## src/rtl/core/mcf_pkg.sv

```systemverilog
// Shared types and constants for the multichannel FIR filter.
// Command/status structs between controller and datapath, op codes, widths.
// No dependencies.
`default_nettype none

package mcf_pkg;

    localparam int CHANNELS   = 8;
    localparam int TAPS       = 16;

    localparam int OP_W       = 2;
    localparam int CH_W       = 3;
    localparam int SAMPLE_W   = 16;
    localparam int TI_W       = 4;
    localparam int WEIGHT_W   = 16;
    localparam int FILT_W     = 32;

    localparam int TAP_CFG_W  = 5;
    localparam int CH_CFG_W   = 4;
    localparam int CFG_W      = 5;
    localparam int CFG_IDX_W  = 1;

    localparam int SLOT_W     = $clog2(TAPS);
    localparam int TCNT_W     = $clog2(TAPS + 1);
    localparam int NCH_W      = $clog2(CHANNELS + 1);
    localparam int HIST_DEPTH = CHANNELS * TAPS;
    localparam int HIST_AW    = $clog2(HIST_DEPTH);
    localparam int PROD_W     = SAMPLE_W + WEIGHT_W;
    localparam int ACC_W      = PROD_W + $clog2(TAPS);
    localparam int FRAC_W     = 14;

    localparam int IN_DATA_W  = 40;
    localparam int IN_USER_W  = 2;
    localparam int OUT_DATA_W = 40;

    localparam logic [CFG_IDX_W-1:0] CFG_TAPS     = 1'd0;
    localparam logic [CFG_IDX_W-1:0] CFG_CHANNELS = 1'd1;

    localparam logic [TAP_CFG_W-1:0] TAP_CFG_RST = 5'd16;
    localparam logic [CH_CFG_W-1:0]  CH_CFG_RST  = 4'd1;

    typedef enum logic [OP_W-1:0] {
        OP_LOAD   = 2'd0,
        OP_SAMPLE = 2'd1,
        OP_CLEAR  = 2'd2
    } t_op;

    typedef struct packed {
        logic wr_weight;
        logic clear_hist;
        logic capture;
        logic slot_reduce;
        logic hist_write;
        logic rd_issue;
        logic commit;
        logic load_out;
    } t_cmd;

    typedef struct packed {
        logic ch_ok;
        logic slot_ge_t;
        logic last_tap;
        logic mac_busy;
        logic out_busy;
    } t_sts;

endpackage

`default_nettype wire

```

## src/rtl/core/mcf_ram.sv

```systemverilog
// Generic single-port-write, single-port-read RAM with registered read data.
// No dependencies.
`default_nettype none

module mcf_ram #(
    parameter int WIDTH = 16,
    parameter int DEPTH = 128
) (
    input  wire logic                     i_clk,
    input  wire logic                     i_we,
    input  wire logic [$clog2(DEPTH)-1:0] i_waddr,
    input  wire logic [WIDTH-1:0]         i_wdata,
    input  wire logic                     i_re,
    input  wire logic [$clog2(DEPTH)-1:0] i_raddr,
    output logic      [WIDTH-1:0]         o_rdata
);

    logic [WIDTH-1:0] r_mem [DEPTH];

    always_ff @(posedge i_clk) begin
        if (i_we) begin
            r_mem[i_waddr] <= i_wdata;
        end
        if (i_re) begin
            o_rdata <= r_mem[i_raddr];
        end
    end

endmodule

`default_nettype wire

```

## src/rtl/core/mcf_ctrl.sv

```systemverilog
// Controller for the multichannel FIR filter: sequences one transaction at a time.
// Depends on mcf_pkg (t_cmd, t_sts, t_op).
`default_nettype none

module mcf_ctrl
    import mcf_pkg::*;
(
    input  wire logic            i_clk,
    input  wire logic            i_rst_n,
    input  wire logic            i_valid,
    input  wire logic [OP_W-1:0] i_op,
    output logic                 o_ready,
    input  wire t_sts            i_sts,
    output t_cmd                 o_cmd
);

    typedef enum logic [2:0] {
        S_IDLE,
        S_MOD,
        S_WRITE,
        S_READ,
        S_DRAIN,
        S_DONE
    } t_state;

    t_state r_state;
    t_state n_state;
    logic   w_accept;

    assign o_ready  = (r_state == S_IDLE);
    assign w_accept = i_valid && o_ready;

    always_comb begin
        o_cmd   = '0;
        n_state = r_state;
        case (r_state)
            S_IDLE: begin
                if (w_accept) begin
                    case (t_op'(i_op))
                        OP_LOAD:  o_cmd.wr_weight  = 1'b1;
                        OP_CLEAR: o_cmd.clear_hist = 1'b1;
                        OP_SAMPLE: begin
                            // drop samples of channels outside the frame
                            if (i_sts.ch_ok) begin
                                o_cmd.capture = 1'b1;
                                n_state       = S_MOD;
                            end
                        end
                        default: ;
                    endcase
                end
            end
            S_MOD: begin
                // wrap a stale slot left over from a larger tap count
                if (i_sts.slot_ge_t) begin
                    o_cmd.slot_reduce = 1'b1;
                end else begin
                    n_state = S_WRITE;
                end
            end
            S_WRITE: begin
                o_cmd.hist_write = 1'b1;
                n_state          = S_READ;
            end
            S_READ: begin
                o_cmd.rd_issue = 1'b1;
                if (i_sts.last_tap) begin
                    n_state = S_DRAIN;
                end
            end
            S_DRAIN: begin
                if (!i_sts.mac_busy) begin
                    n_state = S_DONE;
                end
            end
            S_DONE: begin
                // hold the sum until the output register frees up
                if (!i_sts.out_busy) begin
                    o_cmd.load_out = 1'b1;
                    o_cmd.commit   = 1'b1;
                    n_state        = S_IDLE;
                end
            end
            default: n_state = S_IDLE;
        endcase
    end

    always_ff @(posedge i_clk) begin
        if (!i_rst_n) begin
            r_state <= S_IDLE;
        end else begin
            r_state <= n_state;
        end
    end

endmodule

`default_nettype wire

```

## src/rtl/core/mcf_datapath.sv

```systemverilog
// Datapath for the multichannel FIR filter: config, weights, history RAM with
// valid bits, slot and tap counters, multiply-accumulate pipeline, output register.
// Depends on mcf_pkg and mcf_ram.
`default_nettype none

module mcf_datapath
    import mcf_pkg::*;
(
    input  wire logic                       i_clk,
    input  wire logic                       i_rst_n,
    input  wire logic                       i_cfg_we,
    input  wire logic [CFG_IDX_W-1:0]       i_cfg_index,
    input  wire logic [CFG_W-1:0]           i_cfg_wdata,
    input  wire logic [CH_W-1:0]            i_channel,
    input  wire logic signed [SAMPLE_W-1:0] i_sample,
    input  wire logic [TI_W-1:0]            i_tap_index,
    input  wire logic signed [WEIGHT_W-1:0] i_weight,
    input  wire t_cmd                       i_cmd,
    output t_sts                            o_sts,
    input  wire logic                       i_m_tready,
    output logic                            o_m_tvalid,
    output logic [CH_W-1:0]                 o_out_channel,
    output logic signed [FILT_W-1:0]        o_filtered
);

    logic [TAP_CFG_W-1:0]        r_tap_cfg;
    logic [CH_CFG_W-1:0]         r_ch_cfg;
    logic signed [WEIGHT_W-1:0]  r_weights [TAPS];
    logic [SLOT_W-1:0]           r_frame_slot;
    logic [SLOT_W-1:0]           r_slot;
    logic [SLOT_W-1:0]           r_pos;
    logic [SLOT_W-1:0]           r_j;
    logic [CH_W-1:0]             r_ch;
    logic signed [SAMPLE_W-1:0]  r_sample;
    logic [HIST_DEPTH-1:0]       r_hvalid;

    logic                        r_p1_vld;
    logic                        r_p1_hv;
    logic [SLOT_W-1:0]           r_p1_j;
    logic                        r_p2_vld;
    logic signed [PROD_W-1:0]    r_prod;
    logic signed [ACC_W-1:0]     r_acc;

    logic [TCNT_W-1:0]           w_taps;
    logic [NCH_W-1:0]            w_nch;
    logic [TCNT_W-1:0]           w_slot_ext;
    logic [TCNT_W-1:0]           w_half;
    logic [TCNT_W-1:0]           w_age0;
    logic [SLOT_W-1:0]           w_pos0;
    logic [SLOT_W-1:0]           w_pos_next;
    logic [SLOT_W-1:0]           w_slot_next;
    logic [HIST_AW-1:0]          w_base;
    logic [HIST_AW-1:0]          w_waddr;
    logic [HIST_AW-1:0]          w_raddr;
    logic [SAMPLE_W-1:0]         w_rd_data;
    logic signed [SAMPLE_W-1:0]  w_hsamp;
    logic                        w_last_ch;

    // effective counts: zero acts as one, oversize clamps to the array size
    always_comb begin
        if (r_tap_cfg == '0) begin
            w_taps = TCNT_W'(1);
        end else if (32'(r_tap_cfg) > TAPS) begin
            w_taps = TCNT_W'(TAPS);
        end else begin
            w_taps = TCNT_W'(r_tap_cfg);
        end
        if (r_ch_cfg == '0) begin
            w_nch = NCH_W'(1);
        end else if (32'(r_ch_cfg) > CHANNELS) begin
            w_nch = NCH_W'(CHANNELS);
        end else begin
            w_nch = NCH_W'(r_ch_cfg);
        end
    end

    // first read position: weight 0 pairs with age t/2-1 (age 0 when one tap)
    assign w_slot_ext = TCNT_W'(r_slot);
    assign w_half     = w_taps >> 1;
    assign w_age0     = (w_half == '0) ? '0 : w_half - TCNT_W'(1);
    assign w_pos0     = (w_slot_ext >= w_age0) ? SLOT_W'(w_slot_ext - w_age0)
                                               : SLOT_W'(w_slot_ext + w_taps - w_age0);
    assign w_pos_next = (TCNT_W'(r_pos) + TCNT_W'(1) == w_taps) ? '0
                                                                : r_pos + SLOT_W'(1);
    assign w_slot_next = (w_slot_ext + TCNT_W'(1) >= w_taps) ? '0 : r_slot + SLOT_W'(1);
    assign w_last_ch   = (32'(r_ch) == 32'(w_nch) - 32'd1);

    assign w_base  = HIST_AW'(32'(r_ch) * TAPS);
    assign w_waddr = w_base + HIST_AW'(r_slot);
    assign w_raddr = w_base + HIST_AW'(r_pos);

    mcf_ram #(
        .WIDTH(SAMPLE_W),
        .DEPTH(HIST_DEPTH)
    ) u_hist (
        .i_clk  (i_clk),
        .i_we   (i_cmd.hist_write),
        .i_waddr(w_waddr),
        .i_wdata(r_sample),
        .i_re   (i_cmd.rd_issue),
        .i_raddr(w_raddr),
        .o_rdata(w_rd_data)
    );

    // entries never written since reset or clear read as zero
    assign w_hsamp = r_p1_hv ? signed'(w_rd_data) : '0;

    always_ff @(posedge i_clk) begin
        if (!i_rst_n) begin
            r_tap_cfg    <= TAP_CFG_RST;
            r_ch_cfg     <= CH_CFG_RST;
            r_frame_slot <= '0;
            r_hvalid     <= '0;
            r_p1_vld     <= 1'b0;
            r_p2_vld     <= 1'b0;
            o_m_tvalid   <= 1'b0;
            for (int i = 0; i < TAPS; i++) begin
                r_weights[i] <= '0;
            end
        end else begin
            if (i_cfg_we) begin
                case (i_cfg_index)
                    CFG_TAPS:     r_tap_cfg <= i_cfg_wdata[TAP_CFG_W-1:0];
                    CFG_CHANNELS: r_ch_cfg  <= i_cfg_wdata[CH_CFG_W-1:0];
                    default: ;
                endcase
            end
            if (i_cmd.wr_weight && (32'(i_tap_index) < TAPS)) begin
                r_weights[SLOT_W'(i_tap_index)] <= i_weight;
            end
            if (i_cmd.clear_hist) begin
                r_hvalid <= '0;
            end else if (i_cmd.hist_write) begin
                r_hvalid[w_waddr] <= 1'b1;
            end
            if (i_cmd.commit) begin
                r_frame_slot <= w_last_ch ? w_slot_next : r_slot;
            end
            r_p1_vld <= i_cmd.rd_issue;
            r_p2_vld <= r_p1_vld;
            if (i_cmd.load_out) begin
                o_m_tvalid <= 1'b1;
            end else if (i_m_tready) begin
                o_m_tvalid <= 1'b0;
            end
        end
    end

    always_ff @(posedge i_clk) begin
        if (i_cmd.capture) begin
            r_ch     <= i_channel;
            r_sample <= i_sample;
            r_slot   <= r_frame_slot;
        end else if (i_cmd.slot_reduce) begin
            r_slot <= SLOT_W'(w_slot_ext - w_taps);
        end
        if (i_cmd.hist_write) begin
            r_pos <= w_pos0;
            r_j   <= '0;
            r_acc <= '0;
        end else if (i_cmd.rd_issue) begin
            r_pos <= w_pos_next;
            r_j   <= r_j + SLOT_W'(1);
        end
        r_p1_hv <= r_hvalid[w_raddr];
        r_p1_j  <= r_j;
        r_prod  <= w_hsamp * r_weights[r_p1_j];
        if (r_p2_vld) begin
            r_acc <= r_acc + ACC_W'(r_prod);
        end
        if (i_cmd.load_out) begin
            o_out_channel <= r_ch;
            // after the shift the sum fits 32 bits, so the truncation to 32 bits loses nothing
            o_filtered    <= FILT_W'(r_acc >>> FRAC_W);
        end
    end

    assign o_sts.ch_ok     = (32'(i_channel) < 32'(w_nch));
    assign o_sts.slot_ge_t = (w_slot_ext >= w_taps);
    assign o_sts.last_tap  = (TCNT_W'(r_j) == w_taps - TCNT_W'(1));
    assign o_sts.mac_busy  = r_p1_vld || r_p2_vld;
    assign o_sts.out_busy  = o_m_tvalid && !i_m_tready;

    a_write_idle_pipe: assert property (@(posedge i_clk) disable iff (!i_rst_n)
        i_cmd.hist_write |-> !r_p1_vld && !r_p2_vld)
        else $error("history written while taps still in flight");

    a_pos_in_ring: assert property (@(posedge i_clk) disable iff (!i_rst_n)
        i_cmd.rd_issue |-> (TCNT_W'(r_pos) < w_taps))
        else $error("read position outside the ring");

    a_load_free: assert property (@(posedge i_clk) disable iff (!i_rst_n)
        i_cmd.load_out |-> (!o_m_tvalid || i_m_tready))
        else $error("output overwritten while stalled");

    a_reset_clears: assert property (@(posedge i_clk)
        !i_rst_n |=> (r_hvalid == '0) && !o_m_tvalid)
        else $error("history valid bits not cleared by reset");

endmodule

`default_nettype wire

```

## src/rtl/core/multichannel_fir_filter.sv

```systemverilog
// Multichannel FIR filter, top level: stream ports, controller and datapath.
// Depends on mcf_pkg, mcf_ctrl, mcf_datapath (and mcf_ram through it).
//
// Usage: the slave stream carries one transaction per item; tuser holds the op
// (load weight, sample, clear history), tdata the channel, sample, tap index
// and weight. A load or a clear gives no result. A sample
// of a channel below the channel count writes that channel's history ring and
// returns one master-stream item with the channel and the filtered value.
// A sample first wraps the stored frame slot down when it is not below a
// lowered tap count. One item is in work at a time: the next item is taken
// only once a sample's result is loaded into the output register, since the
// single shared multiply-accumulate walks the taps through one history RAM
// read port. A finished result waits in the output register; while the
// receiver stalls, one more sample is accepted and its result holds inside
// until the output register frees.
// Reset clears the weights, the history (through per-entry valid bits, no
// sweep), the frame slot and sets tap_count to 16, channel_count to 1.
// Write configuration only while no sample is in work.
`default_nettype none

module multichannel_fir_filter
    import mcf_pkg::*;
(
    input  wire logic                  i_clk,
    input  wire logic                  i_rst_n,
    input  wire logic                  i_cfg_we,
    input  wire logic [CFG_IDX_W-1:0]  i_cfg_index,
    input  wire logic [CFG_W-1:0]      i_cfg_wdata,
    input  wire logic                  i_s_axis_tvalid,
    output logic                       o_s_axis_tready,
    // tdata: channel[2:0], sample[18:3], tap_index[22:19], weight[38:23], zero
    input  wire logic [IN_DATA_W-1:0]  i_s_axis_tdata,
    // tuser: op[1:0]
    input  wire logic [IN_USER_W-1:0]  i_s_axis_tuser,
    output logic                       o_m_axis_tvalid,
    input  wire logic                  i_m_axis_tready,
    // tdata: out_channel[2:0], filtered[34:3], zero
    output logic [OUT_DATA_W-1:0]      o_m_axis_tdata
);

    localparam int SAMPLE_LO = CH_W;
    localparam int TI_LO     = SAMPLE_LO + SAMPLE_W;
    localparam int WEIGHT_LO = TI_LO + TI_W;

    t_cmd                       w_cmd;
    t_sts                       w_sts;
    logic [CH_W-1:0]            w_out_channel;
    logic signed [FILT_W-1:0]   w_filtered;

    mcf_ctrl u_ctrl (
        .i_clk  (i_clk),
        .i_rst_n(i_rst_n),
        .i_valid(i_s_axis_tvalid),
        .i_op   (i_s_axis_tuser[OP_W-1:0]),
        .o_ready(o_s_axis_tready),
        .i_sts  (w_sts),
        .o_cmd  (w_cmd)
    );

    mcf_datapath u_dp (
        .i_clk        (i_clk),
        .i_rst_n      (i_rst_n),
        .i_cfg_we     (i_cfg_we),
        .i_cfg_index  (i_cfg_index),
        .i_cfg_wdata  (i_cfg_wdata),
        .i_channel    (i_s_axis_tdata[CH_W-1:0]),
        .i_sample     (signed'(i_s_axis_tdata[TI_LO-1:SAMPLE_LO])),
        .i_tap_index  (i_s_axis_tdata[WEIGHT_LO-1:TI_LO]),
        .i_weight     (signed'(i_s_axis_tdata[WEIGHT_LO+WEIGHT_W-1:WEIGHT_LO])),
        .i_cmd        (w_cmd),
        .o_sts        (w_sts),
        .i_m_tready   (i_m_axis_tready),
        .o_m_tvalid   (o_m_axis_tvalid),
        .o_out_channel(w_out_channel),
        .o_filtered   (w_filtered)
    );

    assign o_m_axis_tdata = {{(OUT_DATA_W - FILT_W - CH_W){1'b0}}, w_filtered, w_out_channel};

endmodule

`default_nettype wire
```

## config.mk

```make
export PLATFORM = sky130hd
export DESIGN_NAME = multichannel_fir_filter
export DESIGN_NICKNAME = d
export VERILOG_FILES = /design/src/rtl/core/mcf_pkg.sv /design/src/rtl/core/mcf_ram.sv /design/src/rtl/core/mcf_ctrl.sv /design/src/rtl/core/mcf_datapath.sv /design/src/rtl/core/multichannel_fir_filter.sv
export SDC_FILE = /design/constraint.sdc
export NUM_CORES = 2
export LEC_CHECK = 0
export BUFFER_PORTS_ARGS = -buffer_cell sky130_fd_sc_hd__buf_2
export CAP_MARGIN = 20
export CORE_MARGIN = 1
export CORE_UTILIZATION = 55
export DETAILED_ROUTE_END_ITERATION = 7
export GPL_TIMING_DRIVEN = 0
export PLACE_DENSITY = 0.74
export SYNTH_ARGS = -nofsm -noshare
export SYNTH_HDL_FRONTEND = slang
export SYNTH_SLANG_ARGS = --single-unit
```

## constraint.sdc

```tcl
create_clock -name i_clk -period 7.9 [get_ports i_clk]
set_input_delay 1.185 -clock i_clk [delete_from_list [all_inputs] [get_ports i_clk]]
set_output_delay 1.185 -clock i_clk [all_outputs]
set_load 0.005 [all_outputs]
```

[Word level (Yosys, flattened, before mapping)]
Memory sizes are Yosys's and may differ from the RTL's. A register that Yosys moved wholly into a read port is not among the register bits.
Cells that the tools add are included.
Word-level totals
  bits in writable memories: 2304
  memories kept: 2
  bits in latches: 0
  bits of input ports: 53
  output and inout port bits: 42
  bits in read-only memories: 0
  register bits: 272
Memory list
  u_dp.u_hist.r_mem: depth 128, bits a word 16, read ports 1, clocked after memory_dff 1, wr ports 1, line mcf_ram.sv:18  | logic [WIDTH-1:0] r_mem [DEPTH];
  u_dp.r_weights: depth 16, bits a word 16, read ports 1, clocked after memory_dff 1, wr ports 16, line mcf_datapath.sv:28  | logic signed [WEIGHT_W-1:0] r_weights [TAPS];
Operators by class
  shift-type cells: 0
  divide/modulo/power cells: 0
  $add $sub $neg: 15
  $mul: 1
  equality and inequality tests: 17
  mux-type cells: 51
  $lt $le $gt $ge: 9
  reduce and logical (&&, ||, !) cells: 19
  bitwise operators: 3
Operators with widths (number)
  OR 128 bit: 1
  2-to-1 mux 36 bit: 2
  2-to-1 mux 4 bit: 11
  adder 36 x 32 -> 36 bit: 1
  equality test 3 x 32 -> 1 bit: 1
  multiplier 16 x 16 -> 32 bit: 1
  2-to-1 mux 16 bit: 2
  2-to-1 mux 3 bit: 9
  2-to-1 mux 1 bit: 19
  case mux 3 bit (6 select lines): 1
  < comparator 7 x 8 -> 1 bit, second input constant: 2
  OR reduction 16 bit: 1
  2-to-1 mux 5 bit: 3
  adder 7 x 4 -> 7 bit: 2
  adder 4 x 1 -> 4 bit, second input constant: 3
  != test 2 bit, second input constant: 6
  subtractor 4 bit: 3
  adder 4 x 1 -> 5 bit, second input constant: 2
  greater-or-equal comparator 4 x 5 -> 1 bit: 2
  zero test 5 bit: 2
  subtractor 4 x 1 -> 5 bit, second input constant: 2
  nonzero test 2 bit: 4
  binary-select mux 1 bit (select 7 bit): 1
  demux 1 bit (select 7 bit): 1
  other kinds (26): 33

[Depth between registers and ports, before layout]
  word-level depth: 13
  depth in mapped cells: 30

[Modules after synthesis]
From an unflattened synthesis, not the netlist that was laid out.
Unflattened totals
  cell total of the unflattened synthesis: 6165
  area, all modules: 112713.1 um^2
Modules (own cells, without submodules)
  mcf_ram: sequential area each 61979.4 um^2, cells each 3086, area each 78683.0 um^2, instances 1
  mcf_datapath: sequential area each 14033.5 um^2, cells each 3040, area each 33714.8 um^2, instances 1
  mcf_ctrl: sequential area each 60.1 um^2, cells each 33, area each 274.0 um^2, instances 1
  multichannel_fir_filter: sequential area each 0.0 um^2, cells each 6, area each 41.3 um^2, instances 1

[Least setup slack after synthesis]
OpenSTA, ideal clock, no wires.
  kind: reg-to-reg
  start: register (tool-made name)
  end: register u_dp.r_prod[28]
  slack: 0.069 ns
  buffers on the path: 4
  required time: 7.828 ns
  stages on the path, launching flop included: 29
  data arrival time: 7.759 ns
  path through: dfxtp_1 clkbuf_1 buf_2 mux4_2 mux2_2 o21ai_1 clkbuf_1 nor2_1 fa_1 inv_1 fa_1 fa_1 inv_1 fa_1 fa_1 inv_1 fa_1 inv_1 ha_1 clkbuf_1 a21o_1 a21o_1 a21o_1 a221o_1 o31ai_1 nand3b_1 a211o_1 a21oi_1 xnor2_1
RTL lines
  to (signal assigned): line mcf_datapath.sv:167  | r_prod <= w_hsamp * r_weights[r_p1_j];
  to (decl): line mcf_datapath.sv:41  | logic signed [PROD_W-1:0] r_prod;

==> flow_metrics.tcl <==
set metrics [dict create \
    run_status "complete, but fails checks" \
    violations "DRC" \
    synthFlopType "edfxtp_1" \
    slew_headroom_pct 20.0 \
    crit_fanout 10 \
    h-tree-depth 5 \
    synthDominantCellAreaShare_pct 64.5 \
    skew_ns 0.105 \
    grt_pass1_vias 61000 \
    ys_seq_elements 2596 \
    grt_usage_pct 28.8 \
    crit_top_cell "fa_1" \
    min_period_ns 7.67 \
    synth.distinct_cells 69 \
    io_pins 95 \
    dp_slack_ns -1.95 \
    synth_area_per_cell_um2 18.9 \
    dieArea_um2 205000 \
    path_clk_slew_ns 0.06 \
    fin_ws_ns 0.230 \
    post-route-period-util_pct 97.1 \
    rows 165 \
    via_count 59800 \
    cp-end-kind "register" \
    drtIter0Drc 7741 \
    cts_tree "built" \
    yosys.area.top_type "edfxtp_1" \
    worstPathArrival_ns 8.40 \
    antenna_found_initial 26 \
    max_stage_delay_ns 0.55 \
    drv_cap 0 \
    area_growth_pct 15.5 \
    cts_sinks 2596 \
    critPathKind "reg2reg" \
    power_density_nw_per_um2 264 \
    final_hold_viol_count 0 \
    ys_async_sr_fraction_pct 0 \
    grt_pass1_wl_mm 421 \
    cts_buffer_depth 4 \
    syn-cell-area_um2 112000 \
    cp_slowest_cell "fa_1" \
    num-nets-final 6988 \
    seq_area_frac_synth_pct 67.9 \
    yosys_warnings 0 \
    cts_root_buf "clkbuf_16" \
    synth_edf_count 2408 \
    die_y_um 453 \
    leakage_nw 44.2 \
    irDropWorstVdd_mv 0.248 \
    post_route_cells_drive_above_1_share_pct 26.8 \
    cts_made_buffers 276 \
    max_freq_mhz 130 \
    routedWlPerCell_um 31.1 \
    hold_class "reg2reg" \
    synth.area.top_cells "edfxtp_1, mux4_2, fa_1" \
    fin_tns_setup_ns 0 \
    finalSetupViolCount 0 \
    post_drt_via_cell_ratio 6.36 \
    synthesis.instances 5918 \
    port_buffers 88 \
    dp_cells 8899 \
    wirelength_mm 292 \
    drtAntennaViolNets 0 \
    nFillCells 13200 \
    final_util_pct 63.9 \
    tightestPinTransition_ns 1.20 \
    drv_slew 0 \
    fp.dieW_um 453 \
    drcViolationCount 5 \
    gp_congestion 0.931 \
    worstPathRequired_ns 8.63 \
    coreArea_um2 202000 \
    grt_max_degree 41 \
    final_cells 9391 \
    setup.worst_path.start_class "register" \
    clock_latency_ns 0.95 \
    initial_core_util_pct 55.4 \
    dpl.hpwl_mm 203 \
    hold_slack_ns 0.352 \
    drt-pass1-iter-count 8 \
    grt-ovfl-total 0 \
]
## per-stage QoR
stage | cell area, µm² | total power, W
floorplan | 112000 | 0.0194
global placement | 116000 | 0.0216
detailed placement | 120000 | 0.0218
CTS | 129000 | 0.0341
global route | 129000 | 0.0351
finish | 129000 | 0.0342
## kinds of logic after synthesis
kind of cell	synth area share, %
DFF	67.9
AOI/OAI and AO/OA	2.30
buffers and inverters	2.27
adders and majority gates	6.35
other	0.00670
and+or+nand+nor	4.35
muxes	16.2
xor gates and xnor gates	0.594
## cell usage after synthesis (8+ instances only)
cell type / instances
a211oi_1: 10
a21o_1: 33
a21oi_1: 71
and2_1: 299
and3_1: 16
buf_1: 34
buf_2: 65
buf_4: 18
clkbuf_1: 194
dfxtp_1: 188
edfxtp_1: 2408
fa_1: 267
ha_1: 141
inv_1: 325
mux2_2: 29
mux2i_1: 19
mux4_2: 784
nand2_1: 163
nand2b_1: 35
nand3_1: 40
nand4_1: 10
nor2_1: 331
nor2b_1: 29
nor3_1: 16
o211ai_1: 8
o21a_1: 139
o21ai_0: 63
o21ai_1: 10
or2_2: 19
xnor2_1: 55
xor2_1: 21
## final timing paths
path                    start         endpoint  slack (ns)  cells past startpoint
setup / recovery     register  u_dp.r_prod[29]        0.23                     27
hold / removal    u_dp.r_j[2]         register        0.35                      0
setup reg to reg     register  u_dp.r_prod[29]        0.23                     27
hold reg to reg   u_dp.r_j[2]         register        0.35                      0
## placed cells by master (no fill, tap or decap), types with 10 or more instances in the layout
cell and instances:
fa_1 267, nand2_1 163, xnor2_1 55, clkinv_1 47, clkbuf_16 280, buf_16 73, mux2_2 29, o21ai_2 15
inv_1 325, buf_6 18, dfxtp_1 185, bufinv_16 14, xor2_1 21, and3_1 16, clkinv_2 20, nor2_1 203
nand2b_1 34, nor3_1 16, ha_1 139, and2_1 299, buf_8 137, nand3_1 40, clkbuf_1 233, mux4_2 784
mux2i_1 16, buf_12 10, a211oi_1 10, edfxtp_1 2408, nor2_2 128, buf_1 28, nor2b_1 29, a21o_1 33
o21a_1 139, o21ai_0 50, buf_4 41, a21oi_1 68, buf_2 150, clkbuf_8 15, nand4_1 10, or2_2 19
## routing by layer
layer	GRT usage [%]	vias to the layer above	part of all wire [%]
met5	0	-	0.016
met4	15.1	6	6.0
met3	5.82	780	9.3
met2	46.8	3412	49
met1	36.8	31300	36
li1	-	24300	-
## worst max-delay path: cells and delay by family, from the launching register on
family	cells	cell delay (ns)
compound gates	6	1.45
xor+xnor	1	0.14
fa+ha+maj	7	3.46
buf+inv	7	0.77
flops	1	0.35
mux	2	0.79
simple gates	4	0.54
## layout make-up
type / count / area [µm²] / share of cell area [%]
Sequential cell: 2596 / 76100 / 58.8
Multi-Input combinational cell: 2689 / 34000 / 26.3
Clock buffer: 360 / 7440 / 5.75
Timing Repair Buffer: 336 / 4870 / 3.76
Tap cell: 2672 / 3340 / 2.58
Buffer: 303 / 1510 / 1.17
Inverter: 325 / 1220 / 0.943
Clock inverter: 104 / 908 / 0.702
Antenna cell: 6 / 15.0 / 0.0116
## flip-flops by register name, summed over array words and instances, names as in the netlist, 5 cells and up, named ones only
register / count
u_dp.u_hist.o_rdata: 16
u_dp.r_prod: 32
u_dp.u_hist.r_mem: 2048
u_dp.r_weights: 256
u_dp.r_tap_cfg: 5
u_dp.r_hvalid: 128
u_dp.r_sample: 16
u_dp.r_acc: 36
u_dp.o_filtered: 22
## repair_timing
action                                 CTS  global route
pin swaps                                7             6
buffers inserted                        13            12
setup endpoints to repair               22             6
hold buffers                             0             0
resized for setup                       85            36
endpoints found under the hold margin    0             0
cloned                                   0             1
## report_power, final
| part | total (W) | leakage [nW] | internal [W] | switching, W |
|---|---|---|---|---|
| registers | 0.0152 | 23.5 | 0.0151 | 0.000128 |
| logic | 0.00672 | 16.6 | 0.00289 | 0.00383 |
| clock network | 0.0123 | 4.05 | 0.00707 | 0.00519 |
| total | 0.0342 | 44.2 | 0.0251 | 0.00915 |
No activity file was read; power rests on OpenSTA's default activity.
